File: src/rtl/mbr_pkg.sv
// shared types and constants of the msb-first bit reader
package mbr_pkg;

    localparam int BUF_BYTES      = 256;
    localparam int MAX_READ_BYTES = 8;
    localparam int MAX_READ_BITS  = MAX_READ_BYTES * 8;
    localparam int ADDR_W         = $clog2(BUF_BYTES);
    // bit offsets must hold 8 * BUF_BYTES itself
    localparam int BITS_W         = ADDR_W + 4;
    // width of an availability check: offset plus up to 511 bytes of skip
    localparam int CHK_W          = ((BITS_W > 12) ? BITS_W : 12) + 1;
    localparam int QUEUE_DEPTH    = 2;
    localparam int QPTR_W         = $clog2(QUEUE_DEPTH);
    localparam int QCNT_W         = $clog2(QUEUE_DEPTH + 1);

    typedef enum logic [2:0] {
        REQ_LOAD = 3'd0,
        REQ_BITS = 3'd1,
        REQ_FLAG = 3'd2,
        REQ_SKIP = 3'd3,
        REQ_COMP = 3'd4
    } t_req;

    typedef enum logic [1:0] {
        ST_OK     = 2'd0,
        ST_NOBITS = 2'd1,
        ST_FULL   = 2'd2,
        ST_BADLEN = 2'd3
    } t_status;

    // command classes handed from the front to the back
    typedef enum logic [2:0] {
        OP_IMM  = 3'd0,
        OP_LOAD = 3'd1,
        OP_READ = 3'd2,
        OP_FLAG = 3'd3,
        OP_SKIP = 3'd4,
        OP_COMP = 3'd5
    } t_op;

    typedef struct packed {
        t_op        op;
        t_status    status;
        logic [7:0] data_byte;
        logic [6:0] bit_count;
        logic       align_right;
        logic [8:0] byte_count;
    } t_cmd;

    typedef struct packed {
        t_status    status;
        logic [7:0] out_byte;
        logic [2:0] byte_index;
        logic       flag_value;
        logic       last;
    } t_result;

endpackage

File: src/rtl/mbr_ram.sv
// generic single-write, dual-read ram with registered read data
module mbr_ram #(
    parameter int WIDTH = 8,
    parameter int DEPTH = 256
) (
    input  logic                     i_clk,
    input  logic                     i_we,
    input  logic [$clog2(DEPTH)-1:0] i_waddr,
    input  logic [WIDTH-1:0]         i_wdata,
    input  logic                     i_re,
    input  logic [$clog2(DEPTH)-1:0] i_raddr_a,
    input  logic [$clog2(DEPTH)-1:0] i_raddr_b,
    output logic [WIDTH-1:0]         o_rdata_a,
    output logic [WIDTH-1:0]         o_rdata_b
);

    logic [WIDTH-1:0] r_mem [DEPTH];
    logic [WIDTH-1:0] r_rdata_a;
    logic [WIDTH-1:0] r_rdata_b;

    always_ff @(posedge i_clk) begin
        if (i_we) begin
            r_mem[i_waddr] <= i_wdata;
        end
        if (i_re) begin
            r_rdata_a <= r_mem[i_raddr_a];
            r_rdata_b <= r_mem[i_raddr_b];
        end
    end

    assign o_rdata_a = r_rdata_a;
    assign o_rdata_b = r_rdata_b;

endmodule

File: src/rtl/mbr_front.sv
// request front end: accepts requests and classifies them into commands
module mbr_front import mbr_pkg::*; (
    input  logic       i_valid,
    output logic       o_ready,
    input  logic [2:0] i_req_type,
    input  logic [7:0] i_data_byte,
    input  logic [6:0] i_bit_count,
    input  logic       i_align_right,
    input  logic [8:0] i_byte_count,
    input  logic       i_queue_full,
    output logic       o_push,
    output t_cmd       o_cmd
);

    t_req req;

    assign req     = t_req'(i_req_type);
    assign o_ready = !i_queue_full;
    assign o_push  = i_valid && !i_queue_full;

    always_comb begin
        o_cmd             = '0;
        o_cmd.data_byte   = i_data_byte;
        o_cmd.bit_count   = i_bit_count;
        o_cmd.align_right = i_align_right;
        o_cmd.byte_count  = i_byte_count;
        o_cmd.status      = ST_OK;
        o_cmd.op          = OP_IMM;
        case (req)
            REQ_LOAD: begin
                o_cmd.op = OP_LOAD;
            end
            REQ_BITS: begin
                if (i_bit_count > 7'(MAX_READ_BITS)) begin
                    o_cmd.status = ST_BADLEN;
                end else if (i_bit_count != 7'd0) begin
                    o_cmd.op = OP_READ;
                end
            end
            REQ_FLAG: begin
                o_cmd.op = OP_FLAG;
            end
            REQ_SKIP: begin
                o_cmd.op = OP_SKIP;
            end
            REQ_COMP: begin
                if (i_byte_count == 9'd0 || i_byte_count > 9'(MAX_READ_BYTES)) begin
                    o_cmd.status = ST_BADLEN;
                end else begin
                    o_cmd.op = OP_COMP;
                end
            end
            default: begin
                // unknown request: single ok result
                o_cmd.op = OP_IMM;
            end
        endcase
    end

endmodule

File: src/rtl/mbr_cmd_queue.sv
// short command queue between the front end and the execution back end
module mbr_cmd_queue import mbr_pkg::*; (
    input  logic i_clk,
    input  logic i_rst_n,
    input  logic i_push,
    input  t_cmd i_cmd,
    output logic o_full,
    output logic o_valid,
    output t_cmd o_cmd,
    input  logic i_pop
);

    t_cmd              r_mem [QUEUE_DEPTH];
    logic [QPTR_W-1:0] r_wptr;
    logic [QPTR_W-1:0] r_rptr;
    logic [QCNT_W-1:0] r_count;
    logic              do_pop;

    assign o_full  = (r_count == QCNT_W'(QUEUE_DEPTH));
    assign o_valid = (r_count != '0);
    assign o_cmd   = r_mem[r_rptr];
    assign do_pop  = i_pop && o_valid;

    always_ff @(posedge i_clk) begin
        if (i_push) begin
            r_mem[r_wptr] <= i_cmd;
        end
    end

    always_ff @(posedge i_clk) begin
        if (!i_rst_n) begin
            r_wptr  <= '0;
            r_rptr  <= '0;
            r_count <= '0;
        end else begin
            if (i_push) begin
                r_wptr <= r_wptr + QPTR_W'(1);
            end
            if (do_pop) begin
                r_rptr <= r_rptr + QPTR_W'(1);
            end
            if (i_push && !do_pop) begin
                r_count <= r_count + QCNT_W'(1);
            end else if (!i_push && do_pop) begin
                r_count <= r_count - QCNT_W'(1);
            end
        end
    end

endmodule

File: src/rtl/mbr_back.sv
// execution back end: byte buffer, bit offset and result register
module mbr_back import mbr_pkg::*; (
    input  logic    i_clk,
    input  logic    i_rst_n,
    input  logic    i_q_valid,
    input  t_cmd    i_q_cmd,
    output logic    o_q_pop,
    output logic    o_m_valid,
    input  logic    i_m_ready,
    output t_result o_m_res
);

    typedef enum logic [6:0] {
        S_IDLE  = 7'b0000001,
        S_FLAG  = 7'b0000010,
        S_RD    = 7'b0000100,
        S_ZERO  = 7'b0001000,
        S_CCHK  = 7'b0010000,
        S_CFLAG = 7'b0100000,
        S_ERR   = 7'b1000000
    } t_bstate;

    t_bstate           r_state, n_state;
    logic [BITS_W-1:0] r_off, n_off;
    logic [BITS_W-1:0] r_size, n_size;
    logic [6:0]        r_nbits, n_nbits;
    logic              r_right, n_right;
    logic [2:0]        r_idx, n_idx;
    logic [2:0]        r_last_idx, n_last_idx;
    logic [2:0]        r_cur, n_cur;
    logic              r_out_valid;
    t_result           r_out;

    logic              out_free;
    logic              emit;
    t_result           emit_res;
    logic              ram_we;
    logic              ram_re;
    logic [BITS_W-1:0] fetch_off;
    logic [ADDR_W-1:0] raddr_a;
    logic [7:0]        rd_a, rd_b;
    logic [15:0]       shifted;
    logic [7:0]        top;
    logic [3:0]        nn;
    logic [3:0]        rsh;
    logic [7:0]        bval;
    logic [BITS_W-1:0] off1;
    logic [CHK_W-1:0]  skip_n;
    logic [3:0]        cur_p1;
    logic [6:0]        raw_bits;
    logic [6:0]        nib_bits;
    logic [6:0]        bits_m1;

    function automatic logic have_bits(input logic [BITS_W-1:0] off,
                                       input logic [BITS_W-1:0] size,
                                       input logic [CHK_W-1:0]  n);
        logic [CHK_W-1:0] need;
        need = CHK_W'(off) + n;
        return need <= CHK_W'(size);
    endfunction

    assign raddr_a = fetch_off[ADDR_W+2:3];

    mbr_ram #(
        .WIDTH (8),
        .DEPTH (BUF_BYTES)
    ) u_buf (
        .i_clk     (i_clk),
        .i_we      (ram_we),
        .i_waddr   (r_size[ADDR_W+2:3]),
        .i_wdata   (i_q_cmd.data_byte),
        .i_re      (ram_re),
        .i_raddr_a (raddr_a),
        .i_raddr_b (raddr_a + ADDR_W'(1)),
        .o_rdata_a (rd_a),
        .o_rdata_b (rd_b)
    );

    // bit window starting at the current offset
    assign shifted  = {rd_a, rd_b} << r_off[2:0];
    assign top      = shifted[15:8];
    assign nn       = (r_nbits > 7'd8) ? 4'd8 : r_nbits[3:0];
    assign rsh      = 4'd8 - nn;
    assign bval     = r_right ? (top >> rsh) : (top & ~(8'hFF >> nn));
    assign off1     = r_off + BITS_W'(1);
    assign skip_n   = CHK_W'({i_q_cmd.byte_count, 3'b000});
    assign cur_p1   = {1'b0, r_cur} + 4'd1;
    assign raw_bits = {cur_p1, 3'b000};
    assign nib_bits = shifted[15] ? 7'd4 : 7'd8;
    assign bits_m1  = i_q_cmd.bit_count - 7'd1;

    assign out_free = !r_out_valid || i_m_ready;

    always_comb begin
        n_state    = r_state;
        n_off      = r_off;
        n_size     = r_size;
        n_nbits    = r_nbits;
        n_right    = r_right;
        n_idx      = r_idx;
        n_last_idx = r_last_idx;
        n_cur      = r_cur;
        o_q_pop    = 1'b0;
        ram_we     = 1'b0;
        ram_re     = 1'b0;
        fetch_off  = r_off;
        emit       = 1'b0;
        emit_res   = '0;
        emit_res.status = ST_OK;
        emit_res.last   = 1'b1;
        case (r_state)
            S_IDLE: begin
                if (i_q_valid && out_free) begin
                    o_q_pop = 1'b1;
                    case (i_q_cmd.op)
                        OP_IMM: begin
                            emit            = 1'b1;
                            emit_res.status = i_q_cmd.status;
                        end
                        OP_LOAD: begin
                            emit = 1'b1;
                            if (r_size[ADDR_W+3]) begin
                                emit_res.status = ST_FULL;
                            end else begin
                                ram_we = 1'b1;
                                n_size = r_size + BITS_W'(8);
                            end
                        end
                        OP_SKIP: begin
                            emit = 1'b1;
                            if (have_bits(r_off, r_size, skip_n)) begin
                                n_off = r_off + skip_n[BITS_W-1:0];
                            end else begin
                                emit_res.status = ST_NOBITS;
                            end
                        end
                        OP_FLAG: begin
                            if (have_bits(r_off, r_size, CHK_W'(1))) begin
                                ram_re  = 1'b1;
                                n_state = S_FLAG;
                            end else begin
                                emit            = 1'b1;
                                emit_res.status = ST_NOBITS;
                            end
                        end
                        OP_READ: begin
                            if (have_bits(r_off, r_size, CHK_W'(i_q_cmd.bit_count))) begin
                                ram_re     = 1'b1;
                                n_nbits    = i_q_cmd.bit_count;
                                n_right    = i_q_cmd.align_right;
                                n_idx      = 3'd0;
                                n_last_idx = bits_m1[5:3];
                                n_state    = S_RD;
                            end else begin
                                emit            = 1'b1;
                                emit_res.status = ST_NOBITS;
                            end
                        end
                        OP_COMP: begin
                            n_cur      = 3'(i_q_cmd.byte_count[3:0] - 4'd1);
                            n_last_idx = 3'(i_q_cmd.byte_count[3:0] - 4'd1);
                            n_state    = S_CCHK;
                        end
                        default: begin
                            emit = 1'b1;
                        end
                    endcase
                end
            end
            S_FLAG: begin
                if (out_free) begin
                    emit                = 1'b1;
                    emit_res.flag_value = shifted[15];
                    n_off               = off1;
                    n_state             = S_IDLE;
                end
            end
            S_RD: begin
                if (out_free) begin
                    emit                = 1'b1;
                    emit_res.out_byte   = bval;
                    emit_res.byte_index = r_idx;
                    emit_res.last       = (r_idx == r_last_idx);
                    n_off               = r_off + BITS_W'(nn);
                    n_nbits             = r_nbits - 7'(nn);
                    n_idx               = r_idx + 3'd1;
                    if (r_nbits > 7'(nn)) begin
                        // fetch the window for the next byte
                        ram_re    = 1'b1;
                        fetch_off = r_off + BITS_W'(nn);
                    end else if (r_idx != r_last_idx) begin
                        n_state = S_ZERO;
                    end else begin
                        n_state = S_IDLE;
                    end
                end
            end
            S_ZERO: begin
                if (out_free) begin
                    emit                = 1'b1;
                    emit_res.byte_index = r_idx;
                    emit_res.last       = (r_idx == r_last_idx);
                    n_idx               = r_idx + 3'd1;
                    if (r_idx == r_last_idx) begin
                        n_state = S_IDLE;
                    end
                end
            end
            S_CCHK: begin
                if (have_bits(r_off, r_size, CHK_W'(1))) begin
                    ram_re  = 1'b1;
                    n_state = S_CFLAG;
                end else begin
                    n_state = S_ERR;
                end
            end
            S_CFLAG: begin
                // flag bits stay consumed even if the value runs out of data
                n_off = off1;
                if (r_cur == 3'd0) begin
                    if (have_bits(off1, r_size, CHK_W'(nib_bits))) begin
                        ram_re    = 1'b1;
                        fetch_off = off1;
                        n_nbits   = nib_bits;
                        n_right   = 1'b1;
                        n_idx     = 3'd0;
                        n_state   = S_RD;
                    end else begin
                        n_state = S_ERR;
                    end
                end else if (shifted[15]) begin
                    n_cur   = r_cur - 3'd1;
                    n_state = S_CCHK;
                end else begin
                    if (have_bits(off1, r_size, CHK_W'(raw_bits))) begin
                        ram_re    = 1'b1;
                        fetch_off = off1;
                        n_nbits   = raw_bits;
                        n_right   = 1'b0;
                        n_idx     = 3'd0;
                        n_state   = S_RD;
                    end else begin
                        n_state = S_ERR;
                    end
                end
            end
            S_ERR: begin
                if (out_free) begin
                    emit            = 1'b1;
                    emit_res.status = ST_NOBITS;
                    n_state         = S_IDLE;
                end
            end
            default: begin
                n_state = S_IDLE;
            end
        endcase
    end

    always_ff @(posedge i_clk) begin
        if (!i_rst_n) begin
            r_state     <= S_IDLE;
            r_off       <= '0;
            r_size      <= '0;
            r_out_valid <= 1'b0;
        end else begin
            r_state <= n_state;
            r_off   <= n_off;
            r_size  <= n_size;
            if (emit) begin
                r_out_valid <= 1'b1;
            end else if (i_m_ready) begin
                r_out_valid <= 1'b0;
            end
        end
    end

    always_ff @(posedge i_clk) begin
        r_nbits    <= n_nbits;
        r_right    <= n_right;
        r_idx      <= n_idx;
        r_last_idx <= n_last_idx;
        r_cur      <= n_cur;
        if (emit) begin
            r_out <= emit_res;
        end
    end

    assign o_m_valid = r_out_valid;
    assign o_m_res   = r_out;

    a_off_in_data: assert property (@(posedge i_clk) disable iff (!i_rst_n)
        r_off <= r_size)
        else $error("read offset beyond loaded data");

    a_size_bytes: assert property (@(posedge i_clk) disable iff (!i_rst_n)
        r_size[2:0] == 3'd0)
        else $error("loaded size not a whole number of bytes");

    a_rd_has_bits: assert property (@(posedge i_clk) disable iff (!i_rst_n)
        (r_state == S_RD) |-> (r_nbits != 7'd0))
        else $error("byte read state with no bits left");

    a_rd_in_data: assert property (@(posedge i_clk) disable iff (!i_rst_n)
        (r_state == S_RD && out_free) |-> have_bits(r_off, r_size, CHK_W'(nn)))
        else $error("bits read beyond loaded data");

    a_size_only_load: assert property (@(posedge i_clk) disable iff (!i_rst_n)
        (r_size != $past(r_size)) |-> $past(ram_we))
        else $error("size changed without a load");

endmodule

File: src/rtl/msb_first_bit_reader.sv
// msb-first bit reader top level: front end, command queue and back end
// load, skip, rejected and ignored requests give their result through the command queue and the
//   result register; a flag or a read byte also passes the registered buffer ram read, and a
//   compressed read reads each flag bit (S_CCHK, S_CFLAG) before its first byte or its error result
// reads give one byte per cycle from the dual-read buffer ram while the result output is not
//   stalled; a compressed read first checks its flag bits one at a time
// reset: synchronous, active low; clears offset, size, queue and result valid;
//   buffer contents are not cleared and are only read below the loaded size
module msb_first_bit_reader import mbr_pkg::*; (
    input  logic        i_clk,
    input  logic        i_rst_n,
    input  logic        s_axis_tvalid,
    output logic        s_axis_tready,
    // data_byte[7:0], bit_count[14:8], align_right[15], byte_count[24:16], zero pad
    input  logic [31:0] s_axis_tdata,
    // req_type[2:0]
    input  logic [2:0]  s_axis_tuser,
    output logic        m_axis_tvalid,
    input  logic        m_axis_tready,
    // out_byte[7:0], byte_index[10:8], flag_value[11], zero pad
    output logic [15:0] m_axis_tdata,
    // status[1:0]
    output logic [1:0]  m_axis_tuser,
    output logic        m_axis_tlast
);

    logic    queue_full;
    logic    push;
    t_cmd    front_cmd;
    logic    q_valid;
    t_cmd    q_cmd;
    logic    q_pop;
    t_result res;

    mbr_front u_front (
        .i_valid       (s_axis_tvalid),
        .o_ready       (s_axis_tready),
        .i_req_type    (s_axis_tuser),
        .i_data_byte   (s_axis_tdata[7:0]),
        .i_bit_count   (s_axis_tdata[14:8]),
        .i_align_right (s_axis_tdata[15]),
        .i_byte_count  (s_axis_tdata[24:16]),
        .i_queue_full  (queue_full),
        .o_push        (push),
        .o_cmd         (front_cmd)
    );

    mbr_cmd_queue u_queue (
        .i_clk   (i_clk),
        .i_rst_n (i_rst_n),
        .i_push  (push),
        .i_cmd   (front_cmd),
        .o_full  (queue_full),
        .o_valid (q_valid),
        .o_cmd   (q_cmd),
        .i_pop   (q_pop)
    );

    mbr_back u_back (
        .i_clk     (i_clk),
        .i_rst_n   (i_rst_n),
        .i_q_valid (q_valid),
        .i_q_cmd   (q_cmd),
        .o_q_pop   (q_pop),
        .o_m_valid (m_axis_tvalid),
        .i_m_ready (m_axis_tready),
        .o_m_res   (res)
    );

    assign m_axis_tdata = {4'b0000, res.flag_value, res.byte_index, res.out_byte};
    assign m_axis_tuser = res.status;
    assign m_axis_tlast = res.last;

endmodule
File: config.mk
export PLATFORM = sky130hd
export DESIGN_NAME = msb_first_bit_reader
export DESIGN_NICKNAME = d
export VERILOG_FILES = /design/src/rtl/mbr_pkg.sv /design/src/rtl/mbr_ram.sv /design/src/rtl/mbr_front.sv /design/src/rtl/mbr_cmd_queue.sv /design/src/rtl/mbr_back.sv /design/src/rtl/msb_first_bit_reader.sv
export SDC_FILE = /design/constraint.sdc
export NUM_CORES = 2
export LEC_CHECK = 0
export BUFFER_PORTS_ARGS = -buffer_cell sky130_fd_sc_hd__buf_2
export CAP_MARGIN = 20
export CORE_MARGIN = 8
export CORE_UTILIZATION = 35
export CTS_BUF_LIST = sky130_fd_sc_hd__clkbuf_2
export CTS_CLUSTER_DIAMETER = 40
export DETAILED_ROUTE_END_ITERATION = 10
export PLACE_DENSITY_LB_ADDON = 0.12
export SLEW_MARGIN = 20
export SYNTH_ARGS = -nofsm -noshare
export SYNTH_HDL_FRONTEND = slang
export SYNTH_SLANG_ARGS = --single-unit
File: constraint.sdc
create_clock -name i_clk -period 9.95 [get_ports i_clk]
set_input_delay 1.99 -clock i_clk [delete_from_list [all_inputs] [get_ports i_clk]]
set_output_delay 1.99 -clock i_clk [all_outputs]
set_load 0.005 [all_outputs]
==> Yosys cells after proc, flatten, opt, wreduce, memory -nomap -nowiden <==
Memory sizes are Yosys's and may differ from the RTL's. A register that Yosys moved wholly into a read port is not among the register bits.
Cells that the tools add are included.
{ "word_totals": {"register_bits": 68, "latchBits": 0, "ramBits": 2108, "mem_bits_ro": 0, "input_bits": 39, "output_inout_bits": 21, "word_cells": 253, "memories": 2} }
{ "classes": {"n_addsub": 21, "n_mul": 0, "div_mod_pow": 0, "n_lt_le_gt_ge": 9, "eq_ne": 41, "shifts": 3, "muxes": 117, "bitwise_logic": 3, "n_reduce_logical": 39} }
{ "mem_list": {"columns": ["name", "depth", "width", "read_ports", "rd_clocked_by_memory_dff", "write_ports", "line", "source"], "rows": [
  ["u_back.u_buf.r_mem", 256, 8, 2, 2, 1, "mbr_ram.sv:17", "logic [WIDTH-1:0] r_mem [DEPTH];"],
  ["u_queue.r_mem", 2, 30, 1, 1, 1, "mbr_cmd_queue.sv:13", "t_cmd r_mem [QUEUE_DEPTH];"]
]} }
{ "op_table": {"columns": ["cell", "count"], "rows": [
  ["$mux 7", 21],
  ["$mux 12", 6],
  ["$mux 11", 6],
  ["$le 13x12->1", 5],
  ["$mux 3", 16],
  ["$pmux 12 s4", 1],
  ["$pmux 7 s3", 2],
  ["$pmux 7 s6", 1],
  ["$mux 1", 38],
  ["$add 12x7->13", 2],
  ["$ne 2x1->1 const B", 11],
  ["$pmux 11 s2", 1],
  ["$pmux 3 s2", 3],
  ["$mux 2", 8],
  ["$reduce_and 8->1", 2],
  ["$shl 16x3->16", 1],
  ["$pmux 3 s5", 1],
  ["$add 12x1->13 const B", 1],
  ["$add 12x12->13", 1],
  ["$add 12x4->13", 1],
  ["$add 12x1->12 const B", 1],
  ["$add 12x12->12", 1],
  ["$add 12x4->12", 1],
  ["$add 12x4->12 const B", 1],
  ["63 further kinds", 101]
]} }

==> Longest topological paths before layout <==
{ "depth": {"ltp_word": 9, "ltp_mapped": 40, "mapped_depth_nobuf": 31} }

==> Hierarchy <==
From an unflattened synthesis, not the netlist that was laid out.
{ "hier_totals": {"hier_cells": 5942, "area_unflattened_um2": 107334.2} }
{ "modules_own_cells": {"columns": ["module", "n_inst", "cells_per_inst", "area_per_inst_um2", "seq_area_each_um2"], "rows": [
  ["mbr_ram", 1, 4847, 97133.2, 61979.4],
  ["mbr_back", 1, 927, 7433.4, 1541.5],
  ["mbr_cmd_queue", 1, 115, 2374.8, 1901.8],
  ["mbr_front", 1, 48, 359.1, 0.0],
  ["msb_first_bit_reader", 1, 5, 33.8, 0.0]
]} }

==> Worst setup path after synthesis <==
Ideal clock, no wire load.
{ "synth_timing": {"kind": "register -> register", "from": "register u_back.r_off[0]", "to": "register u_back.u_buf.r_rdata_b[6], in the netlist u_back.u_buf.o_rdata_b[6] (read register of u_back.u_buf.r_mem), data pin", "setup_time_ns": 0.261, "arrival_time_ns": 7.805, "t_required_ns": 9.689, "path_slack_ns": 1.885, "path_stages_with_launch": 38, "path_buffers": 10, "synth_period_minus_slack_ns": 8.065, "path_cell_list": "dfxtp_1 -> buf_2 -> clkinv_1 -> nor2_1 -> a21oi_1 -> mux2_2 -> inv_1 -> ha_1 -> inv_1 -> fa_1 -> nor2b_1 -> mux2_2 -> o311ai_1 -> nor3_1 -> xnor2_1 -> ha_1 -> a21o_1 -> a21oi_1 -> [... 2 more ...] -> o22a_4 -> o211a_1 -> buf_2 -> clkinv_1 -> buf_2 -> clkbuf_1 -> buf_2 -> buf_1 -> ha_1 -> clkbuf_1 -> clkbuf_1 -> clkbuf_1 -> clkbuf_1 -> mux4_2 -> mux2_2 -> o22ai_1 -> o21ai_0 -> nor4bb_1"} }
{ "synth_between": {"elab_chain_cells": 8, "word_cells_on_any_way": 29, "cone_classes": "7 x add/sub; 4 x order compare; 1 x shift; 17 x mux"} }
{ "synth_lines": {"columns": ["item", "line", "source"], "rows": [
  ["start, declared", "mbr_back.sv:24", "logic [BITS_W-1:0] r_off, n_off;"],
  ["start signal, assigned", "mbr_back.sv:268", "r_off <= n_off;"],
  ["$shl 16x3->16 (*)", "mbr_back.sv:80", "assign shifted = {rd_a, rd_b} << r_off[2:0];"],
  ["$mux 4 (*)", "mbr_back.sv:89", "assign nib_bits = shifted[15] ? 7'd4 : 7'd8;"],
  ["net u_back.nib_bits[2]", "mbr_back.sv:51", "logic [6:0] nib_bits;"],
  ["$add 12x4->13 (*)", "mbr_back.sv:58", "need = CHK_W'(off) + n;"],
  ["$le 13x12->1 (*)", "mbr_back.sv:59", "return need <= CHK_W'(size);"],
  ["$mux 11", "mbr_back.sv:221", "if (have_bits(off1, r_size, CHK_W'(nib_bits))) begin"],
  ["$mux 11", "mbr_back.sv:220", "if (r_cur == 3'd0) begin"],
  ["$pmux 11 s2", "mbr_back.sv:111", "case (r_state)"],
  ["$add 8x1->8", "mbr_back.sv:74", ".i_raddr_b (raddr_a + ADDR_W'(1)),"],
  ["end, declared", "mbr_ram.sv:19", "logic [WIDTH-1:0] r_rdata_b;"]
]} }
The timed path passes the listed nets; every way through them passes the cells marked *.
A chain may end at the register's enable or synchronous reset.

==> Worst setup path in the final report <==
{ "layout_timing": {"from": "register u_back.r_off[1]", "to": "register u_back.u_buf.r_rdata_b[7], in the netlist u_back.u_buf.o_rdata_b[7] (read register of u_back.u_buf.r_mem), data pin"} }
{ "layout_between": {"elab_chain_cells": 8, "word_cells_on_any_way": 29, "cone_classes": "7 x add/sub; 4 x order compare; 1 x shift; 17 x mux"} }
{ "layout_lines": {"columns": ["item", "line"], "rows": [
  ["$add 12x1->12 or $shl 16x3->16 (tied branches)", "mbr_back.sv:85, mbr_back.sv:80"],
  ["$add 12x7->13 or $mux 4 (tied branches)", "mbr_back.sv:58, mbr_back.sv:89"],
  ["$le 13x12->1 or $add 12x4->13 (tied branches)", "mbr_back.sv:59, mbr_back.sv:58"],
  ["$mux 11 or $le 13x12->1 (tied branches)", "mbr_back.sv:235, mbr_back.sv:59"],
  ["$mux 11, on equally long branches", "mbr_back.sv:231, mbr_back.sv:221"],
  ["$mux 11", "mbr_back.sv:220"],
  ["$pmux 11 s2", "mbr_back.sv:111"],
  ["$add 8x1->8", "mbr_back.sv:74"]
]} }
Parallel ways exist; a longest one is shown, timed or not.

==> flow_summary.yaml <==
outcome:
  status: "complete, no violations"
routing:
  wl_per_cell_um: 32.10
  drc: 0
  wl_um: 402800
  drtAntennaViolNets: 0
  vias: 74610
  drtPass1Iterations: 7
  drt-initial-drc-count: 8395
  viasPerCell: 5.946
pwr:
  internal_power_w: 0.01741
  pwr-share-clk_pct: 23.0
  power.density_nw_per_um2: 244.2
  ir_worst_vdd_uv: 196.5
  power_frac_comb_pct: 37.9
  seqPwrFrac_pct: 39.2
  swShare_pct: 39.82
  p_sw_w: 0.01152
  p_leak_nw: 40.30
logic_synthesis:
  syn_avg_cell_area_um2: 13.99
  synth_ff_type: "edfxtp_1"
  synth_top_area_share_pct: 60.15
  yosysWarningCount: 0
  ys_async_sr_fraction_pct: 0
  synth_area_um2: 107500
  ys_seq_elements: 2187
  ys_types: 106
  synth_area_leaders: "edfxtp_1 60%, mux4_2 9.4%, mux2i_1 4.1%"
  yosysTopAreaCell: "edfxtp_1"
  synth_seq_area_share_pct: 60.78
  postSynthCellCount: 7683
  synth_edf_count: 2153
timing:
  finalHoldViolCount: 0
  fin_crit_ns: 9.565
  setup_viol: 0
  post-route-period-util_pct: 96.13
  worstMarginPinSlew_ns: 1.258
  final_max_slew_viol_count: 0
  fmax_mhz: 104.5
  rsz0062_at_grt: "no"
  slew_headroom_pct: 16.15
  tns_ns: 0
  fin_skew_ns: 0.2352
clock_tree:
  clk_pin_slew_worst_paths_ns: 0.09
  cts_root_buffer: "clkbuf_2"
  cts_buffers: 613
  clk-insertion-delay-late_ns: 2.14
  cts_tree: "yes"
  ctsHtreeMaxLevel: 6
  clock_sinks: 2187
  cts.path.max_buffers: 4
floorplan:
  die-area_um2: 325100
  fp-row-count: 203
  io_pins: 60
  die_w_um: 570.2
  coreArea_um2: 305800
  start_util_pct: 35.15
  chipHeight_um: 570.2
place:
  numPortBuffers: 48
  hpwlAfterDp_um: 253700
  place_congestion: 0.9112
  dpl.cell_count: 11460
layout:
  nets: 8136
  utilization_pct: 38.75
  multi_input_area_um2: 39300
  filler_cell_count: 29240
  register_area_um2: 65330
  drive_gt1_share_pct: 23.89
  syn2layout_area_growth_pct: 10.24
  layoutNonFillerInstCount: 12550
worst_setup_path:
  worstPathRequired_ns: 11.71
  arrival_ns: 11.32
  crit_type: "register to register"
  critPathMaxFanout: 18
  startpoint_type: "register"
  end_kind: "register"
flow_run:
  cap_violations: 0
global_routing:
  track_usage_pct: 23.83
  grt_first_pass_wirelength_um: 560000
  antenna_found_initial: 26
  grt_max_degree: 169
  grt_overflow_total: 0
  grt_pass1_vias: 72890
min_path:
  worstHoldPathType: "input port to register"
power groups by stage:
stage	sequential (W)	combinational, W	clock (W)
final	0.0113	0.0110	0.00664
after global routing	0.0114	0.0115	0.00727
after CTS	0.0113	0.0109	0.00685
after detailed placement	0.0115	0.0109	0
after global placement	0.0115	0.0108	0
after floorplan	0.0116	0.00652	0
final cells by class:
cell class / instances / area share (%)
Timing Repair Buffer: 321 / 2.494
Antenna cell: 17 / 0.03590
Inverter: 60 / 0.2186
Clock inverter: 183 / 0.9789
Tap cell: 4100 / 4.329
Multi-Input combinational cell: 4820 / 33.17
Sequential cell: 2187 / 55.14
Clock buffer: 860 / 3.633
cell usage after synthesis (all sizes together) (14+ instances only):
cell type / n
a2111o: 15
a211oi: 211
a21oi: 212
a311oi: 105
a31oi: 144
and3: 274
buf: 304
clkbuf: 315
dfxtp: 34
edfxtp: 2153
ha: 89
inv: 55
mux2: 255
mux2i: 435
mux4: 449
nand2: 925
nand2b: 19
nand3: 194
nand4: 60
nor2: 400
nor2b: 14
nor3: 39
nor4: 35
o211a: 16
o211ai: 30
o21a: 26
o21ai: 164
o221ai: 143
o22ai: 264
o32a: 14
or3: 21
xnor2: 56
xor2: 23
cells by family after synthesis:
group	after synthesis	share of synthesized area, %
flip-flops	2187	60.78
adder cells (fa/ha/maj)	94	1.129
AND/OR/NAND/NOR	2038	8.703
other	2	0.006987
XOR/XNOR	79	0.6752
buffers and inverters	679	3.049
multiplexers	1139	16.13
AO/OA/AOI/OAI	1465	9.523
metal layers:
layer	share of wire, %	vias up	GRT usage (%)
met5	0.045	-	0
met4	4.2	26	9.697
met3	8.0	761	4.685
met2	46	3584	37.67
met1	42	38550	32.25
li1	-	31690	-
through the flow:
stage / setup WS, ns / area [µm²] / hold slack, ns / total power, W
2_1_floorplan: 1.885 / 107500 / 0.4789 / 0.01808
3_3_place_gp: 0.4562 / 112700 / 0.4970 / 0.02235
3_5_place_dp: 0.5471 / 112700 / 0.5057 / 0.02243
4_1_cts: 0.4764 / 118400 / 0.04683 / 0.02911
5_1_grt: 0.05266 / 118500 / 0.1538 / 0.03008
6_report: 0.3850 / 118500 / 0.3334 / 0.02894
cells in the final DEF (no fill, tap or decap), drive strengths merged, types with 11 or more instances in the layout:
master	instances
edfxtp	2153
nand2	925
clkbuf	860
mux4	449
mux2i	435
nor2	400
buf	295
and3	274
o22ai	264
mux2	255
a21oi	212
a211oi	211
nand3	194
o21ai	164
a31oi	144
clkinv	144
o221ai	143
a311oi	105
ha	89
inv	81
nand4	60
xnor2	56
nor3	39
nor4	35
dfxtp	34
o211ai	30
o21a	26
dlygate4sd3	26
xor2	23
or3	21
nand2b	19
diode	17
o211a	16
a2111o	15
nor2b	14
o32a	14
a21o	12
a22oi	11
clkinvlp	11
sequential cells by signal (all words and copies together) (netlist names), named ones only:
name and flops:
u_back.r_cur 3, u_back.o_m_valid 1, u_queue.r_wptr 1, u_back.u_buf.o_rdata_a 8
u_back.u_buf.o_rdata_b 7, u_back.r_right 1, u_back.r_idx 3, u_back.r_last_idx 3
u_back.o_m_res 15, u_back.r_size 9, u_queue.r_mem 58, u_back.r_nbits 7
u_back.u_buf.r_mem 2048, u_queue.r_count 2, u_back.r_off 12, u_queue.r_rptr 1
u_back.r_state 7
worst max-delay path, cell delays in order, from the launching register on:
cell       delay [ns]
dfxtp_1          0.67
buf_4            0.32
ha_1             0.54
nand3_1          0.16
xor2_1           0.33
inv_1            0.20
ha_1             0.36
o21ai_0          0.09
o21bai_1         0.18
o21ai_0          0.17
nor3_1           0.30
xnor2_1          0.12
ha_1             0.32
nand4_1          0.10
a2111oi_0        0.07
a2111oi_1        0.46
buf_4            0.22
nor3_2           0.05
or3_4            0.46
o311ai_2         0.43
nand3_4          0.49
nand3_1          0.24
buf_4            0.37
o21ai_0          0.19
a21oi_1          0.92
o21ai_0          0.67
nand4_1          0.70
nor4bb_1         0.11
final timing paths:
check                  startpoint                   endpoint  slack, ns  cells past startpoint
setup reg to reg  u_back.r_off[1]  u_back.u_buf.o_rdata_b[7]       0.39                     27
hold reg to reg    u_queue.r_rptr                   register       0.54                      2
hold / removal    s_axis_tuser[0]       u_queue.r_mem[0][27]       0.33                      2
setup / recovery  u_back.r_off[1]  u_back.u_buf.o_rdata_b[7]       0.39                     27
repair_timing:
item | CTS | global route
endpoints found under the setup margin | 0 | 3
gates resized for setup | 0 | 0
hold buffers | 26 | 0
endpoints found under the hold margin | 52 | 0
buffers inserted | 0 | 4
Power figures use the tool's default switching activity.
